<file path="src/rtl/iae_pkg.sv">
// Package for the IMA ADPCM encoder: item type, index limits, register
// indexes and the step and index adjustment tables. No dependencies.
`default_nettype none
package iae_pkg;

  localparam int unsigned FifoDepthDefault = 2;
  localparam logic [6:0] MaxIndex = 7'd88;

  localparam logic RegStartPredictor = 1'b0;
  localparam logic RegStartIndex     = 1'b1;

  typedef struct packed {
    logic [15:0] sample;
    logic        start;
    logic        last;
    logic [15:0] start_pred;
    logic [6:0]  start_idx;
  } iae_item_t;

  function automatic logic [14:0] iae_step(input logic [6:0] idx);
    logic [14:0] s;
    case (idx)
      7'd0: s = 15'd7;      7'd1: s = 15'd8;      7'd2: s = 15'd9;
      7'd3: s = 15'd10;     7'd4: s = 15'd11;     7'd5: s = 15'd12;
      7'd6: s = 15'd13;     7'd7: s = 15'd14;     7'd8: s = 15'd16;
      7'd9: s = 15'd17;     7'd10: s = 15'd19;    7'd11: s = 15'd21;
      7'd12: s = 15'd23;    7'd13: s = 15'd25;    7'd14: s = 15'd28;
      7'd15: s = 15'd31;    7'd16: s = 15'd34;    7'd17: s = 15'd37;
      7'd18: s = 15'd41;    7'd19: s = 15'd45;    7'd20: s = 15'd50;
      7'd21: s = 15'd55;    7'd22: s = 15'd60;    7'd23: s = 15'd66;
      7'd24: s = 15'd73;    7'd25: s = 15'd80;    7'd26: s = 15'd88;
      7'd27: s = 15'd97;    7'd28: s = 15'd107;   7'd29: s = 15'd118;
      7'd30: s = 15'd130;   7'd31: s = 15'd143;   7'd32: s = 15'd157;
      7'd33: s = 15'd173;   7'd34: s = 15'd190;   7'd35: s = 15'd209;
      7'd36: s = 15'd230;   7'd37: s = 15'd253;   7'd38: s = 15'd279;
      7'd39: s = 15'd307;   7'd40: s = 15'd337;   7'd41: s = 15'd371;
      7'd42: s = 15'd408;   7'd43: s = 15'd449;   7'd44: s = 15'd494;
      7'd45: s = 15'd544;   7'd46: s = 15'd598;   7'd47: s = 15'd658;
      7'd48: s = 15'd724;   7'd49: s = 15'd796;   7'd50: s = 15'd876;
      7'd51: s = 15'd963;   7'd52: s = 15'd1060;  7'd53: s = 15'd1166;
      7'd54: s = 15'd1282;  7'd55: s = 15'd1411;  7'd56: s = 15'd1552;
      7'd57: s = 15'd1707;  7'd58: s = 15'd1878;  7'd59: s = 15'd2066;
      7'd60: s = 15'd2272;  7'd61: s = 15'd2499;  7'd62: s = 15'd2749;
      7'd63: s = 15'd3024;  7'd64: s = 15'd3327;  7'd65: s = 15'd3660;
      7'd66: s = 15'd4026;  7'd67: s = 15'd4428;  7'd68: s = 15'd4871;
      7'd69: s = 15'd5358;  7'd70: s = 15'd5894;  7'd71: s = 15'd6484;
      7'd72: s = 15'd7132;  7'd73: s = 15'd7845;  7'd74: s = 15'd8630;
      7'd75: s = 15'd9493;  7'd76: s = 15'd10442; 7'd77: s = 15'd11487;
      7'd78: s = 15'd12635; 7'd79: s = 15'd13899; 7'd80: s = 15'd15289;
      7'd81: s = 15'd16818; 7'd82: s = 15'd18500; 7'd83: s = 15'd20350;
      7'd84: s = 15'd22385; 7'd85: s = 15'd24623; 7'd86: s = 15'd27086;
      7'd87: s = 15'd29794;
      default: s = 15'd32767;
    endcase
    return s;
  endfunction

  function automatic logic signed [7:0] iae_adjust(input logic [2:0] mag);
    logic signed [7:0] a;
    case (mag)
      3'd4: a = 8'sd2;
      3'd5: a = 8'sd4;
      3'd6: a = 8'sd6;
      3'd7: a = 8'sd8;
      default: a = -8'sd1;
    endcase
    return a;
  endfunction

endpackage
`default_nettype wire

</file>
<file path="src/rtl/iae_front.sv">
// Front end of the IMA ADPCM encoder: holds the block start registers and
// builds a queue item for each accepted sample. Depends on iae_pkg.
`default_nettype none
module iae_front import iae_pkg::*; (
  input  wire logic        clk_i,
  input  wire logic        rst_ni,
  input  wire logic        cfg_valid_i,
  output logic             cfg_ready_o,
  input  wire logic        cfg_index_i,
  input  wire logic [15:0] cfg_data_i,
  input  wire logic        in_valid_i,
  output logic             in_ready_o,
  input  wire logic [15:0] sample_i,
  input  wire logic        block_start_i,
  input  wire logic        block_last_i,
  input  wire logic        q_full_i,
  output logic             q_push_o,
  output iae_item_t        q_item_o
);

  logic [15:0] start_pred_q, start_pred_d;
  logic [6:0]  start_idx_q, start_idx_d;
  logic [6:0]  start_idx_clamped;

  always_comb begin
    start_pred_d = start_pred_q;
    start_idx_d  = start_idx_q;
    if (cfg_valid_i) begin
      if (cfg_index_i == RegStartPredictor) begin
        start_pred_d = cfg_data_i;
      end else begin
        start_idx_d = cfg_data_i[6:0];
      end
    end
  end

  always_ff @(posedge clk_i or negedge rst_ni) begin
    if (!rst_ni) begin
      start_pred_q <= '0;
      start_idx_q  <= '0;
    end else begin
      start_pred_q <= start_pred_d;
      start_idx_q  <= start_idx_d;
    end
  end

  assign start_idx_clamped = (start_idx_q > MaxIndex) ? MaxIndex : start_idx_q;

  assign cfg_ready_o = 1'b1;
  assign in_ready_o  = !q_full_i;
  assign q_push_o    = in_valid_i && !q_full_i;

  always_comb begin
    q_item_o.sample     = sample_i;
    q_item_o.start      = block_start_i;
    q_item_o.last       = block_last_i;
    q_item_o.start_pred = start_pred_q;
    q_item_o.start_idx  = start_idx_clamped;
  end

endmodule
`default_nettype wire

</file>
<file path="src/rtl/iae_fifo.sv">
// Short item queue between front and back of the IMA ADPCM encoder.
// Depends on iae_pkg for the item type.
`default_nettype none
module iae_fifo import iae_pkg::*; #(
  parameter int unsigned Depth = FifoDepthDefault
) (
  input  wire logic      clk_i,
  input  wire logic      rst_ni,
  input  wire logic      push_i,
  input  wire iae_item_t item_i,
  output logic           full_o,
  input  wire logic      pop_i,
  output logic           valid_o,
  output iae_item_t      item_o
);

  localparam int unsigned PtrW = (Depth > 1) ? $clog2(Depth) : 1;
  localparam int unsigned CntW = $clog2(Depth + 1);

  iae_item_t           mem_q [Depth];
  logic [PtrW-1:0]     wr_ptr_q, wr_ptr_d, rd_ptr_q, rd_ptr_d;
  logic [CntW-1:0]     count_q, count_d;
  logic                do_push, do_pop;

  assign full_o  = (count_q == CntW'(Depth));
  assign valid_o = (count_q != '0);
  assign do_push = push_i && !full_o;
  assign do_pop  = pop_i && valid_o;
  assign item_o  = mem_q[rd_ptr_q];

  always_comb begin
    wr_ptr_d = wr_ptr_q;
    rd_ptr_d = rd_ptr_q;
    count_d  = count_q;
    if (do_push) begin
      wr_ptr_d = (wr_ptr_q == PtrW'(Depth - 1)) ? '0 : wr_ptr_q + PtrW'(1);
    end
    if (do_pop) begin
      rd_ptr_d = (rd_ptr_q == PtrW'(Depth - 1)) ? '0 : rd_ptr_q + PtrW'(1);
    end
    if (do_push && !do_pop) begin
      count_d = count_q + CntW'(1);
    end else if (do_pop && !do_push) begin
      count_d = count_q - CntW'(1);
    end
  end

  always_ff @(posedge clk_i or negedge rst_ni) begin
    if (!rst_ni) begin
      wr_ptr_q <= '0;
      rd_ptr_q <= '0;
      count_q  <= '0;
    end else begin
      wr_ptr_q <= wr_ptr_d;
      rd_ptr_q <= rd_ptr_d;
      count_q  <= count_d;
    end
  end

  always_ff @(posedge clk_i) begin
    if (do_push) begin
      mem_q[wr_ptr_q] <= item_i;
    end
  end

`ifndef SYNTHESIS
  a_count_bound: assert property (@(posedge clk_i) disable iff (!rst_ni)
    count_q <= CntW'(Depth))
    else $error("Queue count exceeds depth.");
  a_pop_empty: assert property (@(posedge clk_i) disable iff (!rst_ni)
    (!valid_o && !push_i) |=> !valid_o)
    else $error("Queue became non-empty without a push.");
`endif

endmodule
`default_nettype wire

</file>
<file path="src/rtl/iae_back.sv">
// Back end of the IMA ADPCM encoder: quantizer, predictor, step index,
// nibble packing and the output register. Depends on iae_pkg.
`default_nettype none
module iae_back import iae_pkg::*; (
  input  wire logic        clk_i,
  input  wire logic        rst_ni,
  input  wire logic        q_valid_i,
  input  wire iae_item_t   q_item_i,
  output logic             q_pop_o,
  output logic             out_valid_o,
  input  wire logic        out_ready_i,
  output logic [7:0]       code_byte_o,
  output logic             block_end_o,
  output logic [15:0]      predictor_now_o,
  output logic [6:0]       index_now_o
);

  logic [15:0] pred_q, pred_d;
  logic [6:0]  idx_q, idx_d;
  logic        pending_q, pending_d;
  logic [3:0]  held_q, held_d;
  logic        out_valid_q, out_valid_d;
  logic [7:0]  byte_q, byte_d;
  logic        end_q, end_d;
  logic [15:0] pnow_q;
  logic [6:0]  inow_q;

  logic        can_take;
  logic [15:0] pred_base;
  logic [6:0]  idx_base;
  logic        phase_base;
  logic [16:0] s0, s1, s2, r0, r1, r2, move;
  logic signed [16:0] diff;
  logic        neg, b2, b1, b0;
  logic signed [17:0] pred_sum;
  logic [15:0] pred_new;
  logic signed [7:0] idx_sum;
  logic [6:0]  idx_new;
  logic [3:0]  code;
  logic        emit;

  assign can_take = !out_valid_q || out_ready_i;
  assign q_pop_o  = q_valid_i && can_take;

  assign pred_base  = q_item_i.start ? q_item_i.start_pred : pred_q;
  assign idx_base   = q_item_i.start ? q_item_i.start_idx : idx_q;
  assign phase_base = q_item_i.start ? 1'b0 : pending_q;

  always_comb begin
    s0   = {2'b00, iae_step(idx_base)};
    s1   = s0 >> 1;
    s2   = s0 >> 2;
    diff = $signed({q_item_i.sample[15], q_item_i.sample})
         - $signed({pred_base[15], pred_base});
    neg  = diff[16];
    r0   = neg ? 17'(-diff) : 17'(diff);
    b2   = (r0 >= s0);
    r1   = b2 ? r0 - s0 : r0;
    b1   = (r1 >= s1);
    r2   = b1 ? r1 - s1 : r1;
    b0   = (r2 >= s2);
    move = (s0 >> 3) + (b2 ? s0 : 17'd0) + (b1 ? s1 : 17'd0) + (b0 ? s2 : 17'd0);
    if (neg) begin
      pred_sum = $signed({{2{pred_base[15]}}, pred_base}) - $signed({1'b0, move});
    end else begin
      pred_sum = $signed({{2{pred_base[15]}}, pred_base}) + $signed({1'b0, move});
    end
    if (pred_sum > 18'sd32767) begin
      pred_new = 16'h7fff;
    end else if (pred_sum < -18'sd32768) begin
      pred_new = 16'h8000;
    end else begin
      pred_new = pred_sum[15:0];
    end
    code    = {neg, b2, b1, b0};
    idx_sum = $signed({1'b0, idx_base}) + iae_adjust(code[2:0]);
    if (idx_sum < 8'sd0) begin
      idx_new = '0;
    end else if (idx_sum > $signed({1'b0, MaxIndex})) begin
      idx_new = MaxIndex;
    end else begin
      idx_new = idx_sum[6:0];
    end
  end

  always_comb begin
    pred_d      = pred_q;
    idx_d       = idx_q;
    pending_d   = pending_q;
    held_d      = held_q;
    out_valid_d = out_valid_q && !out_ready_i;
    byte_d      = byte_q;
    end_d       = end_q;
    emit        = 1'b0;
    if (q_pop_o) begin
      pred_d = pred_new;
      idx_d  = idx_new;
      if (!phase_base) begin
        if (q_item_i.last) begin
          emit      = 1'b1;
          byte_d    = {code, 4'b0000};
          pending_d = 1'b0;
          held_d    = '0;
        end else begin
          held_d    = code;
          pending_d = 1'b1;
        end
      end else begin
        emit      = 1'b1;
        byte_d    = {held_q, code};
        pending_d = 1'b0;
        held_d    = '0;
      end
      end_d = q_item_i.last;
      if (emit) begin
        out_valid_d = 1'b1;
      end
    end
  end

  always_ff @(posedge clk_i or negedge rst_ni) begin
    if (!rst_ni) begin
      pred_q      <= '0;
      idx_q       <= '0;
      pending_q   <= 1'b0;
      held_q      <= '0;
      out_valid_q <= 1'b0;
    end else begin
      pred_q      <= pred_d;
      idx_q       <= idx_d;
      pending_q   <= pending_d;
      held_q      <= held_d;
      out_valid_q <= out_valid_d;
    end
  end

  always_ff @(posedge clk_i) begin
    if (q_pop_o && emit) begin
      byte_q <= byte_d;
      end_q  <= end_d;
      pnow_q <= pred_new;
      inow_q <= idx_new;
    end
  end

  assign out_valid_o     = out_valid_q;
  assign code_byte_o     = byte_q;
  assign block_end_o     = end_q;
  assign predictor_now_o = pnow_q;
  assign index_now_o     = inow_q;

`ifndef SYNTHESIS
  a_index_range: assert property (@(posedge clk_i) disable iff (!rst_ni)
    idx_q <= MaxIndex)
    else $error("Step index left the table range.");
  a_no_pop_on_stall: assert property (@(posedge clk_i) disable iff (!rst_ni)
    (out_valid_q && !out_ready_i) |-> !q_pop_o)
    else $error("Item taken while a result is stalled.");
  a_last_clears_phase: assert property (@(posedge clk_i) disable iff (!rst_ni)
    (q_pop_o && q_item_i.last) |=> (!pending_q && out_valid_q))
    else $error("Last item of a block did not flush its byte.");
`endif

endmodule
`default_nettype wire

</file>
<file path="src/rtl/ima_adpcm_encoder.sv">
// IMA/DVI 4-bit ADPCM encoder top level: front end, item queue and back end.
// Depends on iae_pkg, iae_front, iae_fifo and iae_back.
//
// The encoder takes one signed 16-bit sample per clock cycle while the output
// is not stalled, a rate set by the combinational quantizer and predictor
// update in the back end, and packs two 4-bit codes per output byte, the first
// code in the high nibble. A sample is registered in the queue before it
// reaches the back end, and a completed byte is held in the output register.
// The queue holds FifoDepth items, so input keeps flowing while the output is
// stalled until the queue is full. Block start values are written
// on the configuration port, index 0 for the start predictor and index 1 for
// the start index, and should be written only while no item is in flight.
`default_nettype none
module ima_adpcm_encoder import iae_pkg::*; #(
  parameter int unsigned FifoDepth = FifoDepthDefault
) (
  input  wire logic        clk_i,
  input  wire logic        rst_ni,
  input  wire logic        cfg_valid_i,
  output logic             cfg_ready_o,
  input  wire logic        cfg_index_i,
  input  wire logic [15:0] cfg_data_i,
  input  wire logic        in_valid_i,
  output logic             in_ready_o,
  input  wire logic [15:0] sample_i,
  input  wire logic        block_start_i,
  input  wire logic        block_last_i,
  output logic             out_valid_o,
  input  wire logic        out_ready_i,
  output logic [7:0]       code_byte_o,
  output logic             block_end_o,
  output logic [15:0]      predictor_now_o,
  output logic [6:0]       index_now_o
);

  iae_item_t push_item, head_item;
  logic      q_full, q_push, q_valid, q_pop;

  iae_front u_front (
    .clk_i         (clk_i),
    .rst_ni        (rst_ni),
    .cfg_valid_i   (cfg_valid_i),
    .cfg_ready_o   (cfg_ready_o),
    .cfg_index_i   (cfg_index_i),
    .cfg_data_i    (cfg_data_i),
    .in_valid_i    (in_valid_i),
    .in_ready_o    (in_ready_o),
    .sample_i      (sample_i),
    .block_start_i (block_start_i),
    .block_last_i  (block_last_i),
    .q_full_i      (q_full),
    .q_push_o      (q_push),
    .q_item_o      (push_item)
  );

  iae_fifo #(
    .Depth (FifoDepth)
  ) u_fifo (
    .clk_i   (clk_i),
    .rst_ni  (rst_ni),
    .push_i  (q_push),
    .item_i  (push_item),
    .full_o  (q_full),
    .pop_i   (q_pop),
    .valid_o (q_valid),
    .item_o  (head_item)
  );

  iae_back u_back (
    .clk_i           (clk_i),
    .rst_ni          (rst_ni),
    .q_valid_i       (q_valid),
    .q_item_i        (head_item),
    .q_pop_o         (q_pop),
    .out_valid_o     (out_valid_o),
    .out_ready_i     (out_ready_i),
    .code_byte_o     (code_byte_o),
    .block_end_o     (block_end_o),
    .predictor_now_o (predictor_now_o),
    .index_now_o     (index_now_o)
  );

endmodule
`default_nettype wire
</file>
<file path="config.mk">
export PLATFORM = sky130hd
export DESIGN_NAME = ima_adpcm_encoder
export DESIGN_NICKNAME = d
export VERILOG_FILES = /design/src/rtl/iae_pkg.sv /design/src/rtl/iae_front.sv /design/src/rtl/iae_fifo.sv /design/src/rtl/iae_back.sv /design/src/rtl/ima_adpcm_encoder.sv
export SDC_FILE = /design/constraint.sdc
export NUM_CORES = 1
export LEC_CHECK = 0
export ABC_AREA = 1
export ABC_CLOCK_PERIOD_IN_PS = 44400
export BUFFER_PORTS_ARGS = -buffer_cell sky130_fd_sc_hd__buf_2
export CORE_ASPECT_RATIO = 0.8
export CORE_MARGIN = 4
export CORE_UTILIZATION = 55
export CTS_CLUSTER_SIZE = 24
export DETAILED_ROUTE_END_ITERATION = 7
export PLACE_DENSITY = 0.74
export SLEW_MARGIN = 10
export SYNTH_ARGS = -nofsm -noshare
export SYNTH_HDL_FRONTEND = slang
export SYNTH_SLANG_ARGS = --single-unit
</file>
<file path="constraint.sdc">
create_clock -name clk_i -period 44.4 [get_ports clk_i]
set_clock_uncertainty 0.1 [all_clocks]
set_input_delay 4.44 -clock clk_i [delete_from_list [all_inputs] [get_ports clk_i]]
set_output_delay 4.44 -clock clk_i [all_outputs]
set_load 0.005 [all_outputs]
</file>
==> results of run 1 <==
[per-layer routing]
metal  routed length (um)  GRT usage [%]  vias to the layer above
met5                    0              0                        -
met4                  554           4.89                        0
met3                 3590           6.24                       53
met2                16800           39.7                      544
met1                18100           39.9                     6101
li1                     -              -                     6480
[registers in the layout, summed over array words and instances (netlist names)]
signal,cells
u_fifo.rd_ptr_q,1
u_back.pred_q,16
u_back.block_end_o,1
u_fifo.wr_ptr_q,1
u_back.out_valid_o,1
u_front.start_pred_q,16
u_fifo.count_q,2
u_back.pending_q,1
u_back.held_q,4
u_front.start_idx_q,7
u_fifo.mem_q,82
u_back.predictor_now_o,16
u_back.index_now_o,7
u_back.idx_q,7
u_back.code_byte_o,8
[through the flow]
stage          instance area, um^2  hold slack (ns)  utilization (%)  worst slack [ns]  cells
4_1_cts                      16000            0.372             60.9             26.48   2365
3_5_place_dp                 15400            0.358             58.6             26.54   2333
6_report                     16000            0.369             60.9             26.17   2365
2_1_floorplan                14600            0.337                -             30.42   1936
3_3_place_gp                 15400            0.349             58.6             27.08   2333
5_1_grt                      16000            0.379             60.9             24.05   2365
[cells by family after synthesis]
logic type,count (synthesis),synth area share [%]
fa+ha+maj,156,14.9
compound gates,329,12.6
buf+inv,330,8.62
xor+xnor,95,5.74
other cells,1,0.0256
flops,170,33.0
simple gates,845,24.4
mux,10,0.761
[layout by cell type (no fill, tap or decap), drive strengths merged, types with 30 or more instances in the layout]
cell type and count:
edfxtp 114, buf 92, xor2 78, inv 279, nand2 514, nor2 170
ha 126, a21oi 119, fa 30, o21ai 146, dfrtp 56, nand3 92
[worst max-delay path by stage]
stage                           startpoint                                   end  slack (ns)  cells past startpoint
2_1_floorplan  u_fifo.rd_ptr_q$_DFFE_PN0P_  u_back.predictor_now_o[10]$_DFFE_PP_       30.42                     97
5_1_grt        u_fifo.rd_ptr_q$_DFFE_PN0P_  u_back.predictor_now_o[11]$_DFFE_PP_       24.05                     94
3_5_place_dp   u_fifo.rd_ptr_q$_DFFE_PN0P_   u_back.predictor_now_o[5]$_DFFE_PP_       26.54                     93
6_report       u_fifo.rd_ptr_q$_DFFE_PN0P_   u_back.predictor_now_o[5]$_DFFE_PP_       26.17                     93
4_1_cts        u_fifo.rd_ptr_q$_DFFE_PN0P_   u_back.predictor_now_o[5]$_DFFE_PP_       26.48                     93
3_3_place_gp   u_fifo.rd_ptr_q$_DFFE_PN0P_   u_back.predictor_now_o[2]$_DFFE_PP_       27.08                     93
[layout make-up]
cell class                 instances  area share [%]
tap                              357            2.79
sequential                       170            30.2
timing repair buffer              92            3.18
clock inverter                    14            1.02
multi-input combinational       1436            53.6
clock buffer                      18            2.68
inverter                         278            6.53
==> results.txt, run 1 <==
----------------------------------------------------
[Synthesis]
  Most numerous cell in the Yosys netlist ... sky130_fd_sc_hd__nand2_1
  Library cells used by synthesis ... 64
  Top cell type by total area after synthesis ... sky130_fd_sc_hd__edfxtp_1
  Part of the Yosys area used for sequential elements ... 33.0%
  Cell count after synthesis ... 1936
  Netlist Area Pre-Place ... 0.0146 mm^2
  Number of flops mapped to enable cells by yosys ... 114
  Register bit count reported by yosys ... 170
  Average cell area after synthesis ... 7.56 um^2
  Dominant cells by area after synthesis ... sky130_fd_sc_hd__edfxtp_1, sky130_fd_sc_hd__nand2_1, sky130_fd_sc_hd__ha_1, sky130_fd_sc_hd__dfrtp_1, sky130_fd_sc_hd__inv_1
  Total of warnings raised by yosys ... 0
  Post-synth top cells ... sky130_fd_sc_hd__nand2_1, sky130_fd_sc_hd__inv_1, sky130_fd_sc_hd__nor2_1
  Area share of the largest cell type after synthesis ... 23.4%
  Main flop type after synthesis ... sky130_fd_sc_hd__edfxtp_1
  Fraction of registers with async set/reset ... 32.9%
  Net count after synthesis ... 2132

[Layout]
  Area of the multi-input gates ... 0.00858 mm^2
  Count of fill cells added during filler insertion ... 2403
  Number of antenna repair diodes ... 0
  Layout area overhead ... 9.31%
  Footprint of the flip-flops and latches ... 0.00482 mm^2
  Proportion of layout cells with a drive suffix above 1 ... 9.41%
  Post-layout net count ... 2191

[Timing]
  Setup Total Neg Slack ... 0 ns
  Final setup violation count ... 0
  Final critical-path share of the clock period ... 41.1%
  Number of hold-slack violations in the final timing report ... 0
  Fmax ... 0.0549 GHz
  Transition time of the tightest slew-check pin ... 1.15 ns
  RSZ-0062 raised after global routing ... false
  Slew Limit Headroom ... 23.1%
  Number of max-slew violations in the final report ... 0
  Min Clock Period, post-route ... 18.23 ns

[Min path]
  Min-Delay Endpoint ... u_fifo.mem_q[1][14]$_DFFE_PP_
  Hold Path Origin ... u_front.start_pred_q[7]$_DFFE_PN0P_
  Type of the tightest min-delay check ... flop to flop
  Number of stages on the worst hold path ... 0

[Worst setup path]
  Endpoint of the most critical register-to-register path ... u_back.predictor_now_o[5]$_DFFE_PP_
  Worst Path Max Fanout ... 43
  Worst R2R Setup Slack ... 26.17 ns
  Worst endpoint required time ... 44.42 ns
  Worst stage delay on the critical path ... 0.88 ns
  Launching element type of the critical path ... flop
  Beginning of the worst register-to-register path ... u_fifo.rd_ptr_q$_DFFE_PN0P_
  Delay-heaviest family, CP ... simple AND/OR/NAND/NOR gates
  WP data arrival ... 18.26 ns
  Most numerous cell on the critical path ... sky130_fd_sc_hd__nand2_1
  WP buf/inv ... 16
  Slowest library cell on the worst path ... sky130_fd_sc_hd__o21ai_1
  Setup CP Type ... flop to flop
  Critical path endpoint category ... flop
  Logic depth of the worst register-to-register path ... 93

[GRT]
  Pin count of the biggest net entering global routing ... 57
  Aggregate global routing overflow ... 0
  GRT Overall Usage ... 26.5%
  Vias in the first global route ... 12.3k
  Global-route wire length before repair ... 62900 um
  Number of antenna violations at the first check in global routing ... 0

[Job]
  Maximum capacitance violations ... 0

[Floorplan]
  Area of the core ... 0.0263 mm^2
  Die Height ... 154 um
  Placement row count ... 53
  Initial Utilization ... 55.7%
  Die Footprint ... 0.0293 mm^2
  Ports ... 75
  Chip width ... 190 um

[Run status]
  Outcome ... complete, no violations

[Routing]
  Number of nets still failing antenna checks after routing ... 0
  Routed vias ... 13.2k
  Drt initial violations ... 1346
  Routed via count divided by cell count ... 5.57
  WL final ... 39100 um
  Drt wl/cell ... 16.5 um
  DRC errors left ... 0
  Number of iterations in the first detailed-routing pass ... 6

[CTS]
  Max Root-Sink Buffers ... 2
  Number of hold buffers added after CTS ... 0
  CTS tree ... built
  Total number of H-tree levels ... 4
  Clock transition at the registers of the reported paths ... 0.07 ns
  Post-CTS setup-driven buffer insertion count ... 0
  Clk Latency, worst-skew pair ... 0.43 ns
  Clock sink total ... 170
  Number of instances resized during post-cts repair ... 0
  Clock buffers created by TritonCTS ... 17
  Root buffer cell ... sky130_fd_sc_hd__clkbuf_16

[Place]
  Count of input and output buffers ... 73
  GPL Wtd Cong ... 0.994
  DP Wirelength ... 30200 um

----------------------------------------------------
Power of run 1 is left out: the tool's default activity adds up to more than one toggle a clock period on the data nets, which glitch-free logic cannot reach.
==> run 2: changes to the inputs <==
- ABC_AREA: 1 -> 0
- ABC_CLOCK_PERIOD_IN_PS: 44400 -> 19000
- clock period: 44.4 -> 19 ns (I/O delays scaled with it)
==> run 2 against run 1 <==
  * Global-route usage rose by 0.99 points
  * Setup slack got worse by 25 ns
  * Fmax up 2.3%
  * Critical path depth shrank 18
  * Final area is 3.3% higher
  * Critical path type unchanged
==> results.txt, run 2 <==
----------------------------------------------------
[Routing]
  Drt initial violations ... 1499
  Routed vias ... 13.0k
  Drt wl/cell ... 20.1 um
  Number of nets still failing antenna checks after routing ... 0
  Number of iterations in the first detailed-routing pass ... 6
  WL final ... 41500 um
  DRC errors left ... 0
  Routed via count divided by cell count ... 6.29

[Synthesis]
  Dominant cells by area after synthesis ... sky130_fd_sc_hd__edfxtp_1, sky130_fd_sc_hd__ha_1, sky130_fd_sc_hd__dfrtp_1, sky130_fd_sc_hd__nand2_1, sky130_fd_sc_hd__fa_1
  Average cell area after synthesis ... 9.11 um^2
  Most numerous cell in the Yosys netlist ... sky130_fd_sc_hd__nand2_1
  Mux cell area share after synthesis ... 5.89%
  Main flop type after synthesis ... sky130_fd_sc_hd__edfxtp_1
  Cell count after synthesis ... 1639
  Simple-gate area share of the yosys netlist ... 15.3%
  Fraction of registers with async set/reset ... 32.9%
  Total of warnings raised by yosys ... 0
  Adder-cell area share of the yosys netlist ... 14.6%
  Combinational family with the most area after synthesis ... compound AO/OA/AOI/OAI gates
  Xor/xnor cell area share of the yosys netlist ... 5.39%
  Register bit count reported by yosys ... 170
  Net count after synthesis ... 1835
  Compound-cell area share of the yosys netlist ... 21.6%
  Library cells used by synthesis ... 98
  Number of flops mapped to enable cells by yosys ... 114
  Area share of the largest cell type after synthesis ... 22.9%
  Top cell type by total area after synthesis ... sky130_fd_sc_hd__edfxtp_1
  Part of the Yosys area used for sequential elements ... 32.3%
  Netlist Area Pre-Place ... 0.0149 mm^2
  Post-synth top cells ... sky130_fd_sc_hd__nand2_1, sky130_fd_sc_hd__nor2_1, sky130_fd_sc_hd__ha_1

[Timing]
  Worst-case setup margin in the final layout ... 1.18 ns
  Number of hold-slack violations in the final timing report ... 0
  Slew Limit Headroom ... 24.9%
  Number of max-slew violations in the final report ... 0
  Final critical-path share of the clock period ... 93.8%
  Min Clock Period, post-route ... 17.82 ns
  Final setup violation count ... 0
  Transition time of the tightest slew-check pin ... 1.13 ns
  Fmax ... 0.0561 GHz

[Worst setup path]
  Worst endpoint required time ... 19.13 ns
  Logic depth of the worst register-to-register path ... 75
  Endpoint of the most critical register-to-register path ... u_back.predictor_now_o[0]$_DFFE_PP_
  Slowest library cell on the worst path ... sky130_fd_sc_hd__fa_1
  Worst stage delay on the critical path ... 0.56 ns
  WP data arrival ... 17.95 ns
  Critical path endpoint category ... flop
  Beginning of the worst register-to-register path ... u_fifo.rd_ptr_q$_DFFE_PN0P_
  Launching element type of the critical path ... flop
  WP buf/inv ... 8
  Setup CP Type ... flop to flop
  Worst R2R Setup Slack ... 1.18 ns
  Delay-heaviest family, CP ... compound AO/OA/AOI/OAI gates
  Worst Path Max Fanout ... 35

[Layout]
  Count of fill cells added during filler insertion ... 2227
  Register with the most flip-flops ... u_fifo.mem_q
  Proportion of layout cells with a drive suffix above 1 ... 14.4%
  Post-layout net count ... 1894
  Largest register FFs ... 82
  Leading cell type in the layout, fill and taps excluded ... sky130_fd_sc_hd__nand2_1
  Layout area overhead ... 10.6%
  Number of antenna repair diodes ... 0
  Most frequent cells in the layout ... sky130_fd_sc_hd__nand2_1, sky130_fd_sc_hd__nor2_1, sky130_fd_sc_hd__ha_1, sky130_fd_sc_hd__edfxtp_1, sky130_fd_sc_hd__a21oi_1
  Final non-filler cell total ... 2068

[Floorplan]
  Initial Utilization ... 56.3%
  Placement row count ... 53
  Ports ... 75
  Area of the core ... 0.0265 mm^2
  Chip width ... 192 um
  Die Footprint ... 0.0299 mm^2
  Die Height ... 155 um

[GRT]
  Aggregate global routing overflow ... 0
  Vias in the first global route ... 12.3k
  Pin count of the biggest net entering global routing ... 57
  GRT Overall Usage ... 27.5%
  Global-route wire length before repair ... 65700 um
  Number of antenna violations at the first check in global routing ... 1

[Min path]
  Min-Delay Endpoint ... u_fifo.mem_q[0][17]$_DFFE_PP_
  Type of the tightest min-delay check ... flop to flop
  Hold Path Origin ... u_front.start_pred_q[10]$_DFFE_PN0P_
  Number of stages on the worst hold path ... 0

[Place]
  Worst Setup Slack post-DPL ... 0.791 ns
  GPL Wtd Cong ... 0.993
  Count of input and output buffers ... 73
  DP Wirelength ... 30800 um
  # placed instances ... 2029

[CTS]
  Clock transition at the registers of the reported paths ... 0.07 ns
  Root buffer cell ... sky130_fd_sc_hd__clkbuf_16
  Clock buffers created by TritonCTS ... 17
  Clock sink total ... 170
  Max Root-Sink Buffers ... 2
  Clk Latency, worst-skew pair ... 0.43 ns
  CTS tree ... built
  Total number of H-tree levels ... 4

[Run status]
  Outcome ... complete, no violations

[Job]
  Maximum capacitance violations ... 0

----------------------------------------------------
run 2: cell types whose count changed after synthesis, sizes merged, moves of 34 or more:
cell | before | now
a31oi | 9 | 45
inv | 274 | 100
mux2 | 9 | 47
mux2i | 1 | 35
nand2 | 514 | 167
nand3 | 92 | 20
o21a | 0 | 42
o21ai | 146 | 85
xnor2 | 17 | 57
xor2 | 78 | 34
run 2: cell families after synthesis:
kind of cell             Yosys count
AND/OR/NAND/NOR                  486
AO/OA/AOI/OAI                    470
buffers and inverters            183
flip-flops                       170
adder cells (fa/ha/maj)          156
XOR/XNOR                          91
multiplexers                      82
other                              1
run 2: per-layer routing:
layer / vias to the layer above / global-route usage (%) / routed length, um
met5: - / 0 / 0
met4: 0 / 7.77 / 985
met3: 79 / 5.50 / 3700
met2: 611 / 42.5 / 18700
met1: 6202 / 39.5 / 18100
li1: 6114 / - / -
run 2: worst reg2reg max path, delay by kind of cell (launching register included):
kind	cells	cell delay (ns)
xor+xnor	4	0.84
buf+inv	8	1.13
fa+ha+maj	9	3.31
simple gates	16	3.40
flops	1	0.40
compound gates	35	7.59
mux	3	0.87
run 2: layout make-up:
type,instances,area (um^2),share of cell area (%)
multi-input cells,1286,9430,57.1
flip-flops and latches,170,4830,29.2
repair buffers,120,726,4.39
well taps,357,447,2.70
clock buffers,19,443,2.68
inverters,103,387,2.34
clock inverters,13,262,1.58
run 2: through the flow:
step           area [um^2]  hold WS, ns  utilization, %  TNS [ns]
3_5_place_dp         15700        0.361            59.3         0
6_report             16500        0.373            62.3         0
5_1_grt              16500        0.395            62.3   -0.0173
2_1_floorplan        14900        0.338               -         0
3_3_place_gp         15700        0.347            59.3         0
4_1_cts              16400        0.377            61.9         0
run 2: how the worst max path moves through the flow:
stage	depth (start not counted)	endpoint	slack, ns	start
floorplan	82	u_back.predictor_now_o[0]$_DFFE_PP_	1.74	u_fifo.rd_ptr_q$_DFFE_PN0P_
global placement	74	u_back.predictor_now_o[8]$_DFFE_PP_	1.33	u_fifo.rd_ptr_q$_DFFE_PN0P_
detailed placement	74	u_back.predictor_now_o[8]$_DFFE_PP_	0.79	u_fifo.rd_ptr_q$_DFFE_PN0P_
CTS	76	u_back.predictor_now_o[12]$_DFFE_PP_	0.65	u_fifo.rd_ptr_q$_DFFE_PN0P_
global route	76	u_back.predictor_now_o[12]$_DFFE_PP_	-0.009	u_fifo.rd_ptr_q$_DFFE_PN0P_
finish	75	u_back.predictor_now_o[0]$_DFFE_PP_	1.18	u_fifo.rd_ptr_q$_DFFE_PN0P_
run 2: timing repair:
action / 4_1_cts / 5_1_grt
hold buffers: 0 / 0
gates resized for setup: 0 / 6
buffers inserted: 0 / 7
setup endpoints to repair: 0 / 32
Power of run 2 is left out for the same reason.
